**src/sv/fhd_pkg.sv**
```systemverilog
// Shared types, codes and header layout constants for the frame header deframer.
package fhd_pkg;

  // Header layout, in byte offsets from the start of the frame
  localparam int unsigned HDR_BYTES     = 28;
  localparam int unsigned VERSION_AT    = 4;
  localparam int unsigned TYPE_AT       = 6;
  localparam int unsigned RESERVED_A_AT = 8;
  localparam int unsigned REQUEST_AT    = 12;
  localparam int unsigned LENGTH_AT     = 20;
  localparam int unsigned RESERVED_B_AT = 24;

  localparam int unsigned IDX_W = $clog2(HDR_BYTES);

  // Configuration register indexes
  localparam logic [1:0] REG_MAGIC   = 2'd0;
  localparam logic [1:0] REG_VERSION = 2'd1;
  localparam logic [1:0] REG_MAX_LEN = 2'd2;

  // Configuration reset values
  localparam logic [31:0] MAGIC_RST   = 32'd0;
  localparam logic [15:0] VERSION_RST = 16'd1;
  localparam logic [31:0] MAX_LEN_RST = 32'd1048576;

  // Result kinds
  localparam logic [1:0] KIND_HEADER = 2'd0;
  localparam logic [1:0] KIND_BODY   = 2'd1;
  localparam logic [1:0] KIND_ERROR  = 2'd2;

  // Result status codes
  localparam logic [1:0] ST_OK          = 2'd0;
  localparam logic [1:0] ST_BAD_MAGIC   = 2'd1;
  localparam logic [1:0] ST_BAD_VERSION = 2'd2;
  localparam logic [1:0] ST_TOO_LONG    = 2'd3;

  typedef struct packed {
    logic [31:0] expected_magic;
    logic [15:0] expected_version;
    logic [31:0] max_body_length;
  } cfg_t;

  typedef struct packed {
    logic [1:0]  kind;
    logic [1:0]  status;
    logic [15:0] frame_type;
    logic [63:0] req_id;
    logic [31:0] body_length;
    logic [7:0]  body_byte;
    logic        last_of_frame;
  } result_t;

endpackage

```
**src/sv/fhd_if.sv**
```systemverilog
// Stream channel interfaces for received bytes and for deframer results.
interface fhd_in_if;
  logic       valid;
  logic       ready;
  logic [7:0] data_byte;

  modport source (output valid, output data_byte, input ready);
  modport sink   (input valid, input data_byte, output ready);
endinterface

interface fhd_out_if;
  logic        valid;
  logic        ready;
  logic [1:0]  kind;
  logic [1:0]  status;
  logic [15:0] frame_type;
  logic [63:0] req_id;
  logic [31:0] body_length;
  logic [7:0]  body_byte;
  logic        last_of_frame;

  modport source (output valid, output kind, output status, output frame_type,
                  output req_id, output body_length, output body_byte,
                  output last_of_frame, input ready);
  modport sink   (input valid, input kind, input status, input frame_type,
                  input req_id, input body_length, input body_byte,
                  input last_of_frame, output ready);
endinterface

```
**src/sv/fhd_cfg_regs.sv**
```systemverilog
// Configuration registers: magic, version and maximum body length.
module fhd_cfg_regs (
  input  logic          clk,
  input  logic          rst_n,
  input  logic          cfg_we,
  input  logic [1:0]    cfg_index,
  input  logic [31:0]   cfg_data,
  output fhd_pkg::cfg_t cfg
);
  import fhd_pkg::*;

  cfg_t cfg_r;

  // Write the addressed register; drop writes past the last index
  always_ff @(posedge clk) begin
    if (!rst_n) begin
      cfg_r.expected_magic   <= MAGIC_RST;
      cfg_r.expected_version <= VERSION_RST;
      cfg_r.max_body_length  <= MAX_LEN_RST;
    end else if (cfg_we) begin
      case (cfg_index)
        REG_MAGIC:   cfg_r.expected_magic   <= cfg_data;
        REG_VERSION: cfg_r.expected_version <= cfg_data[15:0];
        REG_MAX_LEN: cfg_r.max_body_length  <= cfg_data;
        default: ;
      endcase
    end
  end

  assign cfg = cfg_r;
endmodule

```
**src/sv/fhd_parser.sv**
```systemverilog
// Header capture, header checks and body pass-through, one byte per item.
module fhd_parser (
  input  logic             clk,
  input  logic             rst_n,
  input  logic             in_fire,
  input  logic [7:0]       in_byte,
  input  fhd_pkg::cfg_t    cfg,
  output logic             res_valid,
  output fhd_pkg::result_t res
);
  import fhd_pkg::*;

  typedef enum logic [1:0] {
    PH_HEADER,
    PH_BODY,
    PH_FAULT
  } phase_t;

  phase_t           phase_r, phase_nxt;
  logic [IDX_W-1:0] idx_r, idx_nxt;
  logic [31:0]      magic_r, magic_nxt;
  logic [15:0]      version_r, version_nxt;
  logic [15:0]      type_r, type_nxt;
  logic [63:0]      request_r, request_nxt;
  logic [31:0]      length_r, length_nxt;
  logic [31:0]      remain_r, remain_nxt;
  logic [1:0]       check_status;

  // Check in fixed priority: magic, version, then length
  always_comb begin
    if (magic_r != cfg.expected_magic) begin
      check_status = ST_BAD_MAGIC;
    end else if (version_r != cfg.expected_version) begin
      check_status = ST_BAD_VERSION;
    end else if (length_r > cfg.max_body_length) begin
      check_status = ST_TOO_LONG;
    end else begin
      check_status = ST_OK;
    end
  end

  // Next state and result for the accepted item
  always_comb begin
    phase_nxt   = phase_r;
    idx_nxt     = idx_r;
    magic_nxt   = magic_r;
    version_nxt = version_r;
    type_nxt    = type_r;
    request_nxt = request_r;
    length_nxt  = length_r;
    remain_nxt  = remain_r;
    res_valid   = 1'b0;
    res         = '0;
    if (in_fire) begin
      case (phase_r)
        PH_BODY: begin
          remain_nxt        = remain_r - 32'd1;
          res_valid         = 1'b1;
          res.kind          = KIND_BODY;
          res.status        = ST_OK;
          res.frame_type    = type_r;
          res.req_id        = request_r;
          res.body_length   = length_r;
          res.body_byte     = in_byte;
          res.last_of_frame = (remain_r == 32'd1);
          if (remain_r == 32'd1) begin
            phase_nxt = PH_HEADER;
            idx_nxt   = '0;
          end
        end
        PH_HEADER: begin
          // Shift the byte into the field that owns this offset
          if (idx_r < IDX_W'(VERSION_AT)) begin
            magic_nxt = {magic_r[23:0], in_byte};
          end else if (idx_r < IDX_W'(TYPE_AT)) begin
            version_nxt = {version_r[7:0], in_byte};
          end else if (idx_r < IDX_W'(RESERVED_A_AT)) begin
            type_nxt = {type_r[7:0], in_byte};
          end else if (idx_r < IDX_W'(REQUEST_AT)) begin
            // reserved bytes
          end else if (idx_r < IDX_W'(LENGTH_AT)) begin
            request_nxt = {request_r[55:0], in_byte};
          end else if (idx_r < IDX_W'(RESERVED_B_AT)) begin
            length_nxt = {length_r[23:0], in_byte};
          end
          if (idx_r != IDX_W'(HDR_BYTES - 1)) begin
            idx_nxt = idx_r + 1'b1;
          end else begin
            // Last header byte is reserved, so all fields are already held
            idx_nxt   = '0;
            res_valid = 1'b1;
            if (check_status != ST_OK) begin
              phase_nxt         = PH_FAULT;
              res.kind          = KIND_ERROR;
              res.status        = check_status;
              res.last_of_frame = 1'b1;
            end else begin
              remain_nxt     = length_r;
              res.kind       = KIND_HEADER;
              res.status     = ST_OK;
              res.frame_type = type_r;
              res.req_id     = request_r;
              if (length_r == 32'd0) begin
                phase_nxt         = PH_HEADER;
                res.last_of_frame = 1'b1;
              end else begin
                phase_nxt         = PH_BODY;
                res.body_length   = length_r;
              end
            end
          end
        end
        default: ;  // fault: drop the byte
      endcase
    end
  end

  // Hold phase, header offset and captured fields
  always_ff @(posedge clk) begin
    if (!rst_n) begin
      phase_r  <= PH_HEADER;
      idx_r    <= '0;
      remain_r <= '0;
    end else begin
      phase_r  <= phase_nxt;
      idx_r    <= idx_nxt;
      remain_r <= remain_nxt;
    end
  end

  always_ff @(posedge clk) begin
    if (!rst_n) begin
      magic_r   <= '0;
      version_r <= '0;
      type_r    <= '0;
      request_r <= '0;
      length_r  <= '0;
    end else begin
      magic_r   <= magic_nxt;
      version_r <= version_nxt;
      type_r    <= type_nxt;
      request_r <= request_nxt;
      length_r  <= length_nxt;
    end
  end
endmodule

```
**src/sv/fhd_result_reg.sv**
```systemverilog
// Single-entry result register that drives the result channel.
module fhd_result_reg (
  input  logic             clk,
  input  logic             rst_n,
  input  logic             load,
  input  fhd_pkg::result_t res,
  output logic             can_load,
  fhd_out_if.source        out_if
);
  import fhd_pkg::*;

  logic    valid_r, valid_nxt;
  result_t data_r;

  // Free when empty or when the held item leaves this cycle
  assign can_load  = !valid_r || out_if.ready;
  assign valid_nxt = load || (valid_r && !out_if.ready);

  always_ff @(posedge clk) begin
    if (!rst_n) begin
      valid_r <= 1'b0;
    end else begin
      valid_r <= valid_nxt;
    end
  end

  // Hold payload until a new item loads
  always_ff @(posedge clk) begin
    if (load) begin
      data_r <= res;
    end
  end

  assign out_if.valid         = valid_r;
  assign out_if.kind          = data_r.kind;
  assign out_if.status        = data_r.status;
  assign out_if.frame_type    = data_r.frame_type;
  assign out_if.req_id        = data_r.req_id;
  assign out_if.body_length   = data_r.body_length;
  assign out_if.body_byte     = data_r.body_byte;
  assign out_if.last_of_frame = data_r.last_of_frame;
endmodule

```
**src/sv/frame_header_deframer.sv**
```systemverilog
// Frame header deframer: collects a 28-byte big-endian header (magic, version, type,
// request id, body length), checks magic, version and length against the configuration
// registers, then emits one header result followed by one result per body byte, the last
// one flagged. A failed check emits one error result and every later byte is dropped until
// reset. The block takes one byte per cycle; each result is loaded into the result register
// as the byte that causes it is accepted (the header result with the 28th header byte). The
// single-entry result register sets the rate under back-pressure: in_if.ready is low only
// while a result is held and out_if.ready is low. Write configuration while the block is idle.
module frame_header_deframer (
  input  logic        clk,
  input  logic        rst_n,
  fhd_in_if.sink      in_if,
  fhd_out_if.source   out_if,
  input  logic        cfg_we,
  input  logic [1:0]  cfg_index,
  input  logic [31:0] cfg_data
);
  import fhd_pkg::*;

  cfg_t    cfg;
  result_t res;
  logic    res_valid;
  logic    can_load;
  logic    in_fire;

  assign in_if.ready = can_load;
  assign in_fire     = in_if.valid && can_load;

  fhd_cfg_regs u_cfg (
    .clk       (clk),
    .rst_n     (rst_n),
    .cfg_we    (cfg_we),
    .cfg_index (cfg_index),
    .cfg_data  (cfg_data),
    .cfg       (cfg)
  );

  fhd_parser u_parser (
    .clk       (clk),
    .rst_n     (rst_n),
    .in_fire   (in_fire),
    .in_byte   (in_if.data_byte),
    .cfg       (cfg),
    .res_valid (res_valid),
    .res       (res)
  );

  fhd_result_reg u_result (
    .clk      (clk),
    .rst_n    (rst_n),
    .load     (res_valid),
    .res      (res),
    .can_load (can_load),
    .out_if   (out_if)
  );
endmodule

```
**src/flat_wrapper.sv**
```systemverilog
// flat-port wrapper written by rule: the top's interface ports become plain ports
module frame_header_deframer_flat import fhd_pkg::*;
  (clk, rst_n, cfg_we, cfg_index, cfg_data, in_if_valid, in_if_data_byte, in_if_ready, out_if_valid, out_if_kind, out_if_status, out_if_frame_type, out_if_req_id, out_if_body_length, out_if_body_byte, out_if_last_of_frame, out_if_ready);
  fhd_in_if in_if_i ();
  fhd_out_if out_if_i ();
  input  logic clk;
  input  logic rst_n;
  input  logic cfg_we;
  input  logic [1:0] cfg_index;
  input  logic [31:0] cfg_data;
  input wire logic [$bits(in_if_i.valid)-1:0] in_if_valid;
  input wire logic [$bits(in_if_i.data_byte)-1:0] in_if_data_byte;
  output wire logic [$bits(in_if_i.ready)-1:0] in_if_ready;
  output wire logic [$bits(out_if_i.valid)-1:0] out_if_valid;
  output wire logic [$bits(out_if_i.kind)-1:0] out_if_kind;
  output wire logic [$bits(out_if_i.status)-1:0] out_if_status;
  output wire logic [$bits(out_if_i.frame_type)-1:0] out_if_frame_type;
  output wire logic [$bits(out_if_i.req_id)-1:0] out_if_req_id;
  output wire logic [$bits(out_if_i.body_length)-1:0] out_if_body_length;
  output wire logic [$bits(out_if_i.body_byte)-1:0] out_if_body_byte;
  output wire logic [$bits(out_if_i.last_of_frame)-1:0] out_if_last_of_frame;
  input wire logic [$bits(out_if_i.ready)-1:0] out_if_ready;
  assign in_if_i.valid = in_if_valid;
  assign in_if_i.data_byte = in_if_data_byte;
  assign in_if_ready = in_if_i.ready;
  assign out_if_valid = out_if_i.valid;
  assign out_if_kind = out_if_i.kind;
  assign out_if_status = out_if_i.status;
  assign out_if_frame_type = out_if_i.frame_type;
  assign out_if_req_id = out_if_i.req_id;
  assign out_if_body_length = out_if_i.body_length;
  assign out_if_body_byte = out_if_i.body_byte;
  assign out_if_last_of_frame = out_if_i.last_of_frame;
  assign out_if_i.ready = out_if_ready;
  frame_header_deframer u_core (.clk(clk), .rst_n(rst_n), .in_if(in_if_i), .out_if(out_if_i), .cfg_we(cfg_we), .cfg_index(cfg_index), .cfg_data(cfg_data));
endmodule
```
**config.mk**
```make
export PLATFORM = sky130hd
export DESIGN_NAME = frame_header_deframer_flat
export DESIGN_NICKNAME = d
export VERILOG_FILES = /design/src/sv/fhd_pkg.sv /design/src/sv/fhd_if.sv /design/src/sv/fhd_cfg_regs.sv /design/src/sv/fhd_parser.sv /design/src/sv/fhd_result_reg.sv /design/src/sv/frame_header_deframer.sv /design/src/flat_wrapper.sv
export SDC_FILE = /design/constraint.sdc
export NUM_CORES = 1
export LEC_CHECK = 0
export BUFFER_PORTS_ARGS = -buffer_cell sky130_fd_sc_hd__buf_4
export CORE_UTILIZATION = 30
export DETAILED_ROUTE_END_ITERATION = 7
export PLACE_DENSITY = 0.49
export SLEW_MARGIN = 5
export SYNTH_ARGS = -nofsm -noshare
export SYNTH_HDL_FRONTEND = slang
export SYNTH_HIERARCHICAL = 1
export SYNTH_SLANG_ARGS = --single-unit
```
**constraint.sdc**
```tcl
create_clock -name clk -period 8.1 [get_ports clk]
set_input_delay 1.62 -clock clk [delete_from_list [all_inputs] [get_ports clk]]
set_output_delay 1.62 -clock clk [all_outputs]
set_load 0.03 [all_outputs]
```
==> results.py <==
metrics = {
    "outcome": {
        "outcome": "finished, final reports clean",
    },
    "timing": {
        "tns_ns": 0,
        "setup_viol_count_final": 0,
        "finalMaxSlewViolations": 0,
        "clock_skew_ns": 0.0170,
        "rsz0062_at_grt": "no",
        "hold_violations": 0,
        "worst_pin_slew_ns": 0.989,
        "setup_ws_ns": 3.87,
        "fin_crit_ns": 4.23,
        "relSlewSlack_pct": 34.0,
        "period_share_pct": 52.3,
        "fmax_mhz": 236,
        "holdWs_ns": 0.451,
    },
    "run": {
        "maxCapViolations": 0,
    },
    "grt": {
        "track_usage_pct": 17.0,
        "grt_pass1_vias": 12600,
        "grt_max_degree": 86,
        "grt-ovfl-total": 0,
        "grt_pass1_wl_um": 75900,
        "antenna_found_initial": 1,
    },
    "synthesis": {
        "yosysWarnings": 6,
        "ys_seq_elements": 405,
        "synth.distinct_cells": 70,
        "syn-cell-area_um2": 17200,
        "yosys_most_used_dff": "dfxtp_1",
        "synth-async-reset-ratio_pct": 0,
        "ys_seq_area_share_pct": 54.5,
        "synth_edf_count": 125,
        "syn-num-nets": 1850,
        "avgSynthCellArea_um2": 9.71,
        "synthCells": 1768,
    },
    "cts": {
        "cts_buffers": 46,
        "cts.reportedPaths.clkPinSlew_ns": 0.06,
        "holdBufCountCts": 0,
        "cts-htree-levels": 2,
        "clkLatencyLatePin_ns": 0.58,
        "cts_setup_buffers": 0,
        "clock_sinks": 405,
        "post_cts_resized": 0,
        "cts.path.max_buffers": 3,
        "root_buffer": "clkbuf_16",
        "cts_tree": "done",
    },
    "floorplanning": {
        "die_w_um": 241,
        "row_count": 87,
        "fp.dieH_um": 241,
        "initial_utilization_pct": 30.4,
        "design.die.area_um2": 58200,
        "fp.coreArea_um2": 56500,
        "io_pins": 174,
    },
    "drt": {
        "via_count": 13000,
        "wl_per_cell_um": 18.5,
        "totalWireLength_um": 49800,
        "dr.pass1.iters": 5,
        "drc": 0,
        "drtIter0Drc": 786,
        "viasPerCell": 4.82,
        "ant_nets": 0,
    },
    "final_layout": {
        "num-fill-cells": 5669,
        "stdcell_count": 2695,
        "syn_to_final_growth_pct": 20.2,
        "diodes": 0,
        "finalNetCount": 1984,
        "layout-drive-gt1-share_pct": 15.4,
    },
    "setup_path": {
        "endpoint_kind": "flop",
        "worst-path-max-fanout": 32,
        "crit_chain": "buf_4, nand2b_4, and2_1, nor2b_1, buf_4, nand2_1, inv_1, a41o_1, and2_1",
        "cp_num_buf_inv": 3,
        "critPathMaxStageDelay_ns": 0.84,
        "critical-path-top-delay-family": "simple AND/OR/NAND/NOR gates",
        "worst-path-stages": 9,
        "cp-startpoint": "out_if_ready",
        "reg2reg_to": "u_core/u_result/out_if.frame_type[0]$_DFFE_PP_",
        "r2r_setup_slack_ns": 4.42,
        "critPathKind": "input port to flop",
        "start_kind": "input port",
        "worst_path_max_delay_cell": "a41o_1",
        "cp_data_arrival_time_ns": 4.67,
        "reg2regPathDepth": 9,
        "worstPathRequired_ns": 8.54,
        "rr_startpoint": "u_core/u_parser/length_r[14]$_SDFFE_PN0P_",
    },
    "worst_hold_path": {
        "hold_class": "flop to flop",
        "min_path_cells": 2,
        "hold_start": "u_core/u_parser/request_r[62]$_SDFFE_PN0P_",
        "min_to": "u_core/u_parser/request_r[62]$_SDFFE_PN0P_",
    },
    "placed_design": {
        "dp_slack_ns": 3.28,
        "port-buffer-count": 173,
        "dpl.hpwl_um": 32900,
        "gp_congestion": 0.838,
        "place_inst": 2610,
    },
    "power_and_ir_drop": {
        "vdd_drop_max_mv": 0.122,
        "leakagePower_nw": 8.08,
        "p_per_area_nw_per_um2": 212,
    },
}
area by class of cell:
class	instances	area, µm²	area share, %
Tap cell	756	946	4.58
Timing Repair Buffer	195	1460	7.09
Sequential cell	405	9360	45.3
Clock buffer	64	1340	6.49
Multi-Input combinational cell	1208	7170	34.8
Inverter	46	175	0.849
Clock inverter	21	180	0.873
per-layer routing:
| layer | wire length, µm | track usage, % | share of wire, % | up-vias |
|---|---|---|---|---|
| met5 | 0 | 0 | 0 | - |
| met4 | 1160 | 4.87 | 2.3 | 0 |
| met3 | 2350 | 2.85 | 4.7 | 73 |
| met2 | 22800 | 27.7 | 46 | 348 |
| met1 | 23500 | 23.1 | 47 | 6195 |
| li1 | - | - | - | 6369 |
cell usage in the layout (no fill, tap or decap), types with 7 or more instances in the layout:
cell | synthesis | routed
nand2_1 | 419 | 417
dfxtp_1 | 280 | 280
buf_4 | 2 | 195
a21oi_1 | 160 | 160
edfxtp_1 | 125 | 125
and2_1 | 114 | 114
mux2i_1 | 111 | 111
nor2_1 | 65 | 63
xnor2_1 | 48 | 48
clkbuf_16 | 0 | 47
inv_1 | 46 | 45
o21ai_0 | 38 | 38
ha_1 | 35 | 35
nand4_1 | 26 | 26
a32o_1 | 16 | 16
nor4_1 | 15 | 14
nor3_1 | 12 | 12
and3_1 | 13 | 12
nand3_1 | 12 | 11
clkbuf_8 | 0 | 10
o22ai_1 | 9 | 9
clkinv_2 | 0 | 8
or4_1 | 8 | 8
clkbuf_1 | 72 | 7
a221oi_1 | 7 | 7
o31ai_1 | 7 | 7
power breakdown:
group | internal [mW] | total, mW | leakage (nW) | switching [mW]
Sequential | 2.10 | 2.11 | 3.62 | 0.0158
Combinational | 0.0626 | 0.176 | 3.71 | 0.113
Clock | 1.22 | 2.09 | 0.746 | 0.870
cells by family after synthesis:
logic type | after synthesis | synth area share, %
AO/OA/AOI/OAI | 292 | 10.4
flip-flops | 405 | 54.5
AND/OR/NAND/NOR | 722 | 19.7
adder cells (fa/ha/maj) | 35 | 2.55
XOR/XNOR | 48 | 2.45
buffers and inverters | 155 | 3.96
multiplexers | 111 | 6.47
cell usage after synthesis, types with 13 or more instances:
cell type  count  share of area (%)
clkbuf_1      72                1.6
nor2_1        65                1.4
ha_1          35                2.6
dfxtp_1      280                 33
edfxtp_1     125                 22
nand4_1       26               0.95
a32o_1        16               0.93
and2_1       114                4.2
xnor2_1       48                2.4
nand2_1      419                9.2
a21oi_1      160                4.7
buf_2         24               0.70
o21ai_0       38                1.1
mux2i_1      111                6.5
and3_1        13               0.47
inv_1         46                1.0
nor4_1        15               0.55
per-stage QoR:
step	util [%]	cell area, µm²	power [mW]
3_3_place_gp	33.8	19100	2.33
3_5_place_dp	33.8	19100	2.33
2_1_floorplan	-	17200	2.26
4_1_cts	36.5	20600	4.43
5_1_grt	36.5	20600	4.53
6_report	36.5	20600	4.38
how the worst max path moves through the flow:
stage | to
after floorplan | u_core/u_parser/remain_r[6]$_SDFFE_PN0P_
after global placement | u_core/u_result/out_if.body_length[26]$_DFFE_PP_
after detailed placement | u_core/u_result/out_if.body_length[8]$_DFFE_PP_
after CTS | u_core/u_result/out_if.body_length[26]$_DFFE_PP_
after global routing | u_core/u_result/out_if.body_length[24]$_DFFE_PP_
final | u_core/u_result/out_if.body_length[26]$_DFFE_PP_
registers in the layout, summed over array words and instances, names as in the netlist, 5 cells and up:
| name | cells |
|---|---|
| u_core/u_cfg/cfg | 80 |
| u_core/u_parser/idx_r | 5 |
| u_core/u_parser/length_r | 32 |
| u_core/u_parser/magic_r | 32 |
| u_core/u_parser/remain_r | 32 |
| u_core/u_parser/request_r | 64 |
| u_core/u_parser/type_r | 16 |
| u_core/u_parser/version_r | 16 |
| u_core/u_result/out_if.body_byte | 8 |
| u_core/u_result/out_if.body_length | 32 |
| u_core/u_result/out_if.frame_type | 16 |
| u_core/u_result/out_if.req_id | 64 |
tightest hold or removal path, stage by stage, from the launching register on:
cell,delay [ns]
dfxtp_1,0.31
nand2_1,0.05
a21oi_1,0.05
Note: power is estimated with default switching activity, not from simulation.
